$ cat src/hw/rtl/ptel_pkg.sv
// Shared widths, limits and controller-datapath interface types.
`default_nettype none
package ptel_pkg;

  localparam int unsigned MAX_ROW   = 34;
  localparam int unsigned ROW_W     = 6;
  localparam int unsigned COL_W     = 7;
  localparam int unsigned VALUE_W   = 31;
  localparam int unsigned FACTOR_W  = 6;
  localparam int unsigned PROD_W    = VALUE_W + FACTOR_W;
  localparam int unsigned DIVCNT_W  = $clog2(PROD_W + 1);

  typedef struct packed {
    logic load;
    logic mul;
    logic div_step;
    logic writeback;
  } cmd_t;

  typedef struct packed {
    logic iter_done;
    logic div_last;
  } stat_t;

endpackage
`default_nettype wire

$ cat src/hw/rtl/ptel_ctrl.sv
// Sequencer for the multiply then exact-divide loop.
`default_nettype none
module ptel_ctrl (
  input  wire logic          clk,
  input  wire logic          rst,
  input  wire logic          start,
  input  ptel_pkg::stat_t    stat,
  output ptel_pkg::cmd_t     cmd,
  output logic               busy,
  output logic               done
);

  typedef enum logic [2:0] {
    ST_IDLE,
    ST_CHECK,
    ST_MUL,
    ST_DIV,
    ST_WB
  } state_t;

  state_t state;

  always_comb begin
    cmd           = '0;
    cmd.load      = (state == ST_IDLE) && start && !busy;
    cmd.mul       = (state == ST_MUL);
    cmd.div_step  = (state == ST_DIV);
    cmd.writeback = (state == ST_WB);
  end

  always_ff @(posedge clk) begin
    if (rst) begin
      state <= ST_IDLE;
      busy  <= 1'b0;
      done  <= 1'b0;
    end else begin
      done <= (state == ST_CHECK) && stat.iter_done;
      case (state)
        ST_IDLE: begin
          if (start && !busy) begin
            state <= ST_CHECK;
            busy  <= 1'b1;
          end
        end
        ST_CHECK: begin
          if (stat.iter_done) begin
            state <= ST_IDLE;
            busy  <= 1'b0;
          end else begin
            state <= ST_MUL;
          end
        end
        ST_MUL: begin
          state <= ST_DIV;
        end
        ST_DIV: begin
          if (stat.div_last) begin
            state <= ST_WB;
          end
        end
        ST_WB: begin
          state <= ST_CHECK;
        end
        default: begin
          state <= ST_IDLE;
          busy  <= 1'b0;
        end
      endcase
    end
  end

endmodule
`default_nettype wire

$ cat src/hw/rtl/ptel_dpath.sv
// Running product, multiplier and radix-2 restoring divider.
`default_nettype none
module ptel_dpath (
  input  wire logic                            clk,
  input  ptel_pkg::cmd_t                       cmd,
  input  wire logic [ptel_pkg::ROW_W-1:0]      row,
  input  wire logic [ptel_pkg::COL_W-1:0]      col,
  output ptel_pkg::stat_t                      stat,
  output logic      [ptel_pkg::VALUE_W-1:0]    value
);

  logic [ptel_pkg::VALUE_W-1:0]  prod;
  logic [ptel_pkg::FACTOR_W-1:0] n;
  logic [ptel_pkg::FACTOR_W-1:0] k;
  logic [ptel_pkg::FACTOR_W-1:0] i;
  logic [ptel_pkg::PROD_W-1:0]   quo;
  logic [ptel_pkg::FACTOR_W-1:0] rem;
  logic [ptel_pkg::DIVCNT_W-1:0] cnt;

  logic                          in_ok;
  logic [ptel_pkg::COL_W-1:0]    col_m1;
  logic [ptel_pkg::FACTOR_W-1:0] factor;
  logic [ptel_pkg::FACTOR_W-1:0] divisor;
  logic [ptel_pkg::PROD_W-1:0]   product;
  logic [ptel_pkg::FACTOR_W:0]   trial;
  logic                          fits;

  always_comb begin
    in_ok   = (row != '0) && (row <= ptel_pkg::ROW_W'(ptel_pkg::MAX_ROW)) &&
              (col != '0) && (col <= ptel_pkg::COL_W'(row));
    col_m1  = col - ptel_pkg::COL_W'(1);
    factor  = n - i;
    divisor = i + ptel_pkg::FACTOR_W'(1);
    product = ptel_pkg::PROD_W'(prod) * ptel_pkg::PROD_W'(factor);
    trial   = {rem, quo[ptel_pkg::PROD_W-1]};
    fits    = trial >= {1'b0, divisor};
  end

  always_ff @(posedge clk) begin
    if (cmd.load) begin
      n    <= row - ptel_pkg::ROW_W'(1);
      k    <= in_ok ? col_m1[ptel_pkg::FACTOR_W-1:0] : '0;
      i    <= '0;
      prod <= in_ok ? ptel_pkg::VALUE_W'(1) : '0;
    end
    if (cmd.mul) begin
      quo <= product;
      rem <= '0;
      cnt <= ptel_pkg::DIVCNT_W'(ptel_pkg::PROD_W);
    end
    if (cmd.div_step) begin
      quo <= {quo[ptel_pkg::PROD_W-2:0], fits};
      rem <= fits ? ptel_pkg::FACTOR_W'(trial - {1'b0, divisor})
                  : trial[ptel_pkg::FACTOR_W-1:0];
      cnt <= cnt - ptel_pkg::DIVCNT_W'(1);
    end
    if (cmd.writeback) begin
      prod <= quo[ptel_pkg::VALUE_W-1:0];
      i    <= i + ptel_pkg::FACTOR_W'(1);
    end
  end

  always_comb begin
    stat.iter_done = (i == k);
    stat.div_last  = (cnt == ptel_pkg::DIVCNT_W'(1));
  end

  assign value = prod;

endmodule
`default_nettype wire

$ cat src/hw/rtl/pascal_triangle_element_unit.sv
// Top level: binomial coefficient C(row-1, col-1) of Pascal's triangle.
//
// Usage:
//   Drive row and col and raise start. The beat is taken at the rising edge
//   where start is high and busy is low; busy then stays high until the
//   result is out. A row outside 1..34, a column of zero or a column beyond
//   the row gives a value of zero.
//   The result shows on value with done high for exactly one cycle. The
//   receiver cannot stall: it must take value in that cycle. A new beat may
//   be started in the same cycle that done is high.
// Sequencing:
//   For valid inputs the loop runs col - 1 iterations, each a check, a
//   multiply, a bit-serial pass of the radix-2 divider and a writeback;
//   a final check then raises done. When the result is zero by range,
//   the first check raises done. Items are handled one at a time.
// Reset:
//   rst is synchronous and active high; it returns the sequencer to idle
//   and drops busy and done. Any item in flight is abandoned.
`default_nettype none
module pascal_triangle_element_unit (
  input  wire logic                         clk,
  input  wire logic                         rst,
  input  wire logic                         start,
  input  wire logic [ptel_pkg::ROW_W-1:0]   row,
  input  wire logic [ptel_pkg::COL_W-1:0]   col,
  output logic                              busy,
  output logic                              done,
  output logic      [ptel_pkg::VALUE_W-1:0] value
);

  ptel_pkg::cmd_t  cmd;
  ptel_pkg::stat_t stat;

  ptel_ctrl u_ctrl (
    .clk   (clk),
    .rst   (rst),
    .start (start),
    .stat  (stat),
    .cmd   (cmd),
    .busy  (busy),
    .done  (done)
  );

  ptel_dpath u_dpath (
    .clk   (clk),
    .cmd   (cmd),
    .row   (row),
    .col   (col),
    .stat  (stat),
    .value (value)
  );

endmodule
`default_nettype wire
$ cat config.mk
export PLATFORM = sky130hd
export DESIGN_NAME = pascal_triangle_element_unit
export DESIGN_NICKNAME = d
export VERILOG_FILES = /design/src/hw/rtl/ptel_pkg.sv /design/src/hw/rtl/ptel_ctrl.sv /design/src/hw/rtl/ptel_dpath.sv /design/src/hw/rtl/pascal_triangle_element_unit.sv
export SDC_FILE = /design/constraint.sdc
export NUM_CORES = 1
export LEC_CHECK = 0
export BUFFER_PORTS_ARGS = -buffer_cell sky130_fd_sc_hd__buf_2
export CORE_ASPECT_RATIO = 0.8
export CORE_MARGIN = 5
export CORE_UTILIZATION = 35
export DETAILED_ROUTE_END_ITERATION = 7
export PLACE_DENSITY = 0.57
export SYNTH_ARGS = -nofsm -noshare
export SYNTH_HDL_FRONTEND = slang
export SYNTH_SLANG_ARGS = --single-unit
$ cat constraint.sdc
create_clock -name clk -period 6.66 [get_ports clk]
set_input_delay 1.332 -clock clk [delete_from_list [all_inputs] [get_ports clk]]
set_output_delay 1.332 -clock clk [all_outputs]
set_load 0.1 [all_outputs]
==> flow_summary.yaml, run 1 <==
drt:
  drc_errors: 0
  wirelength_met1_um: 13300
  highest_layer: "met4"
  dr.pass1.iters: 5
  via_per_inst: 5.04
  wl_met3_um: 950
  routedWlPerCell_um: 16.5
  drt_iter0_markers: 546
  via_count: 8114
  wl_met2_um: 12200
  finalWirelength_um: 26600
  antenna_left: 0
sta:
  max-slew-margin-rel_pct: 41.4
  period_share_pct: 94.0
  setup_violations: 0
  timing_max_transition_violations_final: 0
  finalCriticalPeriod_ps: 6260
  tns_ps: 0
  hold_viol: 0
  rsz0062_at_grt: "no"
  fin_skew_ps: 11.3
  worst_pin_slew_ps: 875
  fmax_ghz: 0.160
logic_synthesis:
  syn_nets: 1358
  yosys_register_bits: 103
  syn_area_per_cell_um2: 9.49
  synthFlopType: "edfxtp_1"
  syn_inst: 1154
  syn_area_um2: 11000
  synth-async-reset-ratio_pct: 0
  synth_edf_count: 98
  netlist_top_cells_area: "edfxtp_1 27%, fa_1 22%, ha_1 7.9%"
  synth_top_area_cell: "edfxtp_1"
  synth_cell_type_count: 66
  ys.warnings.count: 0
  synth_top_cell_area_share_pct: 26.9
  seq_area_frac_synth_pct: 27.8
critical_path:
  r2r-start: "u_dpath.i[0]$_SDFFCE_PN0P_"
  ff2ff_setup_slack_ps: 400
  critPathCapture: "u_dpath.quo[35]$_DFFE_PP_"
  critical_path.startpoint: "u_dpath.i[0]$_SDFFCE_PN0P_"
  worst_r2r_endpoint: "u_dpath.quo[35]$_DFFE_PP_"
  worstPathMaxFanout: 16
  required_ps: 6770
  reg2regPathDepth: 21
  path_class: "reg2reg"
  start_kind: "register"
  cp.arrival_ps: 6360
  end_kind: "register"
clocking:
  numCtsBuffers: 9
  cts_root_buf: "clkbuf_16"
  clockBufferDepth: 2
  cts_hold_buf: 0
  htreeDepth: 3
  insertion_delay_ps: 360
  cts.clk_slew.worst_paths_ps: 80
  cts_setup_buffers: 0
  cts_sinks: 103
  cts_tree: "done"
placed_design:
  gp_congestion: 0.854
  dp_hpwl_um: 20400
  io_buffers: 48
global_routing:
  grt_overflow: 0
  grt_max_degree: 56
  grt_first_pass_wirelength_um: 44600
  antenna_found_initial: 0
  grt_usage_pct: 15.5
  grt_pass1_vias: 8270
layout:
  diodes: 0
  areaGrowthSynthToFinish_pct: 9.61
  nets: 1388
  drive_gt1_share_pct: 8.66
outcome:
  status: "complete, no violations"
floorplan:
  fp.dieW_um: 208
  ios: 49
  core_area_um2: 31100
  num_rows: 58
  start_util_pct: 35.2
  die_area_um2: 35000
  die_h_um: 168
flow_run:
  maxCapViolCount: 0
worst_hold_path:
  hold_path_class: "reg2reg"
## state kept, by name, summed over array words and instances, names as in the netlist
| register | count |
|---|---|
| u_ctrl.busy | 1 |
| u_ctrl.done | 1 |
| u_dpath.n | 6 |
| u_dpath.value | 31 |
| u_dpath.i | 6 |
| u_ctrl.state | 3 |
| u_dpath.k | 6 |
| u_dpath.quo | 37 |
| u_dpath.cnt | 6 |
| u_dpath.rem | 6 |
## how the worst min path moves through the flow
stage / depth (start not counted) / startpoint / end / slack, ps
after floorplan: 2 / u_dpath.quo[10]$_DFFE_PP_ / u_dpath.quo[11]$_DFFE_PP_ / 500
after global placement: 2 / u_dpath.quo[2]$_DFFE_PP_ / u_dpath.quo[3]$_DFFE_PP_ / 520
after detailed placement: 2 / u_dpath.quo[2]$_DFFE_PP_ / u_dpath.quo[3]$_DFFE_PP_ / 520
after CTS: 2 / u_dpath.quo[2]$_DFFE_PP_ / u_dpath.quo[3]$_DFFE_PP_ / 540
after global routing: 2 / u_dpath.quo[2]$_DFFE_PP_ / u_dpath.quo[3]$_DFFE_PP_ / 560
final: 2 / u_dpath.quo[2]$_DFFE_PP_ / u_dpath.quo[3]$_DFFE_PP_ / 540
## worst max-delay path, cell delays in order (launching register included)
cell and delay (ps):
edfxtp_1 460, ha_1 180, inv_1 60, fa_1 430, a21o_1 210, a21oi_1 350, xnor2_4 270, buf_4 270
and2_1 190, fa_1 520, inv_1 60, fa_1 510, fa_1 550, inv_1 40, ha_1 340, a21o_1 190
a21o_1 180, o21bai_1 200, a221oi_1 320, a21boi_2 360, nor4b_2 250, nor3_1 80
## repair_timing
| item | 4_1_cts | 5_1_grt |
|---|---|---|
| endpoints found under the setup margin | 0 | 1 |
| hold endpoints to repair | 0 | 0 |
| resized for setup | 0 | 1 |
## synth_stat cells (all sizes together), types with 22 or more instances
| cell type | number |
|---|---|
| inv | 149 |
| nand2 | 131 |
| fa | 119 |
| and2 | 98 |
| edfxtp | 98 |
| ha | 69 |
| nor2 | 61 |
| a21oi | 50 |
| o21ai | 43 |
| and3 | 34 |
| clkbuf | 33 |
| nand2b | 32 |
| xnor2 | 32 |
| nand3 | 22 |
## placed cells by master, fill, tap and decap left out, types with 4 or more instances in the layout
cell | synthesis | final
clkbuf_16 | 0 | 9
edfxtp_1 | 98 | 98
a211oi_1 | 10 | 10
buf_2 | 9 | 48
buf_4 | 3 | 17
dfxtp_1 | 5 | 5
nand3_1 | 22 | 22
nor2_1 | 61 | 60
xnor2_1 | 32 | 30
mux2i_1 | 5 | 5
o21a_1 | 7 | 7
nand4_1 | 11 | 11
nor2b_1 | 8 | 7
a21o_1 | 16 | 16
xor2_1 | 21 | 19
and2_1 | 98 | 97
o21bai_1 | 5 | 5
and3_1 | 34 | 34
nand2b_1 | 32 | 32
o21ai_0 | 39 | 38
fa_1 | 119 | 119
nand2_1 | 131 | 131
o31ai_1 | 4 | 4
ha_1 | 69 | 69
a21oi_1 | 48 | 48
a31oi_1 | 7 | 7
inv_1 | 149 | 149
a21boi_0 | 4 | 4
nor3b_1 | 4 | 4
nor3_1 | 17 | 17
## metrics by stage
stage	util, %	std cells	cell area, um^2	setup WS (ps)	hold slack (ps)
global route	38.6	1609	12000	56.0	558
finish	38.6	1609	12000	402	538
global placement	37.6	1593	11700	597	516
floorplan	-	1154	11000	1230	501
detailed placement	37.6	1593	11700	348	520
CTS	38.5	1609	12000	336	539
## routing by layer
metal,track usage (%),vias to the layer above
met3,2.33,14
met1,23.0,4075
li1,-,3895
met5,0,-
met4,1.91,0
met2,24.8,130
## final cells by class
| cell class | instances | area [um^2] |
|---|---|---|
| inverters | 149 | 559 |
| well taps | 420 | 526 |
| multi-input cells | 856 | 7220 |
| flip-flops and latches | 103 | 3040 |
| repair buffers | 65 | 368 |
| clock buffers | 10 | 229 |
| fillers | 3129 | 19100 |
| clock inverters | 6 | 62.6 |
## cell families (layout without fill, tap and decap cells)
family	count (synthesis)	after routing	synth area share, %
AOI/OAI and AO/OA	181	181	11.1
xor gates and xnor gates	53	53	4.24
adders and majority gates	188	188	29.6
buffers and inverters	195	230	6.90
DFF	103	103	27.8
muxes	5	5	0.457
and+or+nand+nor	429	429	19.9
Power of run 1 is not shown: default switching activity piles up to over one toggle a cycle in this logic, so the estimate is an artifact.
==> run 2: changes to the inputs <==
--- a/config.mk
+++ b/config.mk
@@ -11,6 +11,7 @@
 export CORE_UTILIZATION = 35
 export DETAILED_ROUTE_END_ITERATION = 7
 export PLACE_DENSITY = 0.57
+export SKIP_LAST_GASP = 1
 export SYNTH_ARGS = -nofsm -noshare
 export SYNTH_HDL_FRONTEND = slang
 export SYNTH_SLANG_ARGS = --single-unit
==> constraint.sdc (replaced) <==
create_clock -name clk -period 7.75 [get_ports clk]
set_input_delay 1.55 -clock clk [delete_from_list [all_inputs] [get_ports clk]]
set_output_delay 1.55 -clock clk [all_outputs]
set_load 0.1 [all_outputs]
==> run 2 against run 1 <==
Worst hold slack better by 5.9 ps. Cell count down 0.37%. Largest cell class unchanged. Final area down 0.60%.
==> flow_summary.yaml, run 2 (synthesis results as in run 1) <==
sta:
  hold_viol: 0
  timing_max_transition_violations_final: 0
  fin_skew_ps: 9.23
  fmax_ghz: 0.163
  setup_violations: 0
  rsz0062_at_grt: "no"
  finalCriticalPeriod_ps: 6130
  worst_pin_slew_ps: 1040
  max-slew-margin-rel_pct: 30.8
  period_share_pct: 79.1
  tns_ps: 0
  fin_ws_ps: 1620
drt:
  finalWirelength_um: 25900
  routedWlPerCell_um: 16.2
  antenna_left: 0
  dr.pass1.iters: 5
  via_per_inst: 5.00
  via_count: 8013
  drt_iter0_markers: 621
  drc_errors: 0
layout:
  drive_gt1_share_pct: 8.11
  largest_reg_flops: 37
  nets: 1382
  final_cell_mix: "149 x inv_1, 131 x nand2_1, 119 x fa_1"
  diodes: 0
  max_flop_register: "u_dpath.quo"
  areaGrowthSynthToFinish_pct: 8.94
  layout_commonest_cell: "inv_1"
critical_path:
  worstPathMaxFanout: 31
  cp.arrival_ps: 6300
  worstPathCellList: "inv_1 -> ha_1 -> a21o_1 -> a21o_1 -> a21o_1 -> a21oi_1 -> xnor2_2 -> buf_4 -> and2_1 -> fa_1 -> inv_1 -> fa_1 -> fa_1 -> inv_1 -> ha_1 -> a21oi_1 -> a21oi_1 -> a21boi_0 -> a21oi_4 -> a21oi_1 -> nor4b_1 -> a311oi_1"
  cpMostUsedCell: "a21oi_1"
  path_class: "reg2reg"
  required_ps: 7920
  path_buf_inv: 4
  start_kind: "register"
  cpPeakStageDelay_ps: 560
  slowest_stage: "fa_1"
  path_delay_family: "compound AO/OA/AOI/OAI gates"
  end_kind: "register"
placed_design:
  gp_congestion: 0.804
  io_buffers: 48
  dp_hpwl_um: 19500
  pre_cts_slack_ps: 1610
global_routing:
  grt_usage_pct: 15.3
  grt_first_pass_wirelength_um: 44900
  grt_max_degree: 56
  grt_pass1_vias: 8422
  grt_overflow: 0
  antenna_found_initial: 0
floorplan:
  core_area_um2: 31100
  ios: 49
  die_h_um: 168
  num_rows: 58
  start_util_pct: 35.2
  die_area_um2: 35000
  fp.dieW_um: 208
clocking:
  insertion_delay_ps: 350
  cts.clk_slew.worst_paths_ps: 80
  cts_setup_buffers: 0
  cts_root_buf: "clkbuf_16"
  ctsResizeCount: 0
  cts_sinks: 103
  clockBufferDepth: 2
  cts_tree: "done"
  cts_hold_buf: 0
  htreeDepth: 3
  numCtsBuffers: 9
outcome:
  status: "complete, no violations"
flow_run:
  maxCapViolCount: 0
worst_hold_path:
  hold_path_class: "reg2reg"
-- run 2: cell count changes in the layout (fill, tap and decap cells not counted) --
cell	change
clkinv_8	-1
clkinvlp_4	+3
xnor2_2	+1
clkinv_1	+1
inv_6	-3
xnor2_4	-1
buf_4	-6
-- run 2: worst paths after layout --
kind | from | to | slack, ps | cells past startpoint
min | u_dpath.quo[33]$_DFFE_PP_ | u_dpath.quo[34]$_DFFE_PP_ | 540 | 2
max | u_dpath.i[1]$_SDFFCE_PN0P_ | u_dpath.quo[29]$_DFFE_PP_ | 1620 | 22
min reg2reg | u_dpath.quo[33]$_DFFE_PP_ | u_dpath.quo[34]$_DFFE_PP_ | 540 | 2
max reg2reg | u_dpath.i[1]$_SDFFCE_PN0P_ | u_dpath.quo[29]$_DFFE_PP_ | 1620 | 22
-- run 2: tightest hold or removal path: cells and delay by family, from the launching register on --
| kind | cells | cell delay (ps) |
|---|---|---|
| AOI/OAI and AO/OA | 1 | 60 |
| DFF | 1 | 320 |
| and+or+nand+nor | 1 | 50 |
-- run 2: metrics by stage --
step           cell area, um^2  hold WS [ps]  cells  util (%)
6_report                 11900           544   1603      38.3
5_1_grt                  11900           570   1603      38.3
3_5_place_dp             11700           533   1587      37.5
4_1_cts                  11900           545   1603      38.3
3_3_place_gp             11700           511   1587      37.5
2_1_floorplan            11000           501   1154         -
-- run 2: layer usage --
metal | part of all wire [%] | up-vias | wire (um) | global-route usage (%)
li1 | - | 3863 | - | -
met1 | 50 | 3984 | 13000 | 22.5
met4 | 0.83 | 0 | 216 | 2.43
met2 | 45 | 146 | 11700 | 24.5
met3 | 4.0 | 20 | 1020 | 2.48
met5 | 0 | - | 0 | 0
-- run 2: layout make-up --
cell class	count	area, um^2
flip-flops and latches	103	3040
inverters	149	559
clock buffers	10	229
repair buffers	59	323
multi-input cells	856	7210
fillers	3159	19200
clock inverters	6	46.3
well taps	420	526
Power of run 2 is left out for the same reason.
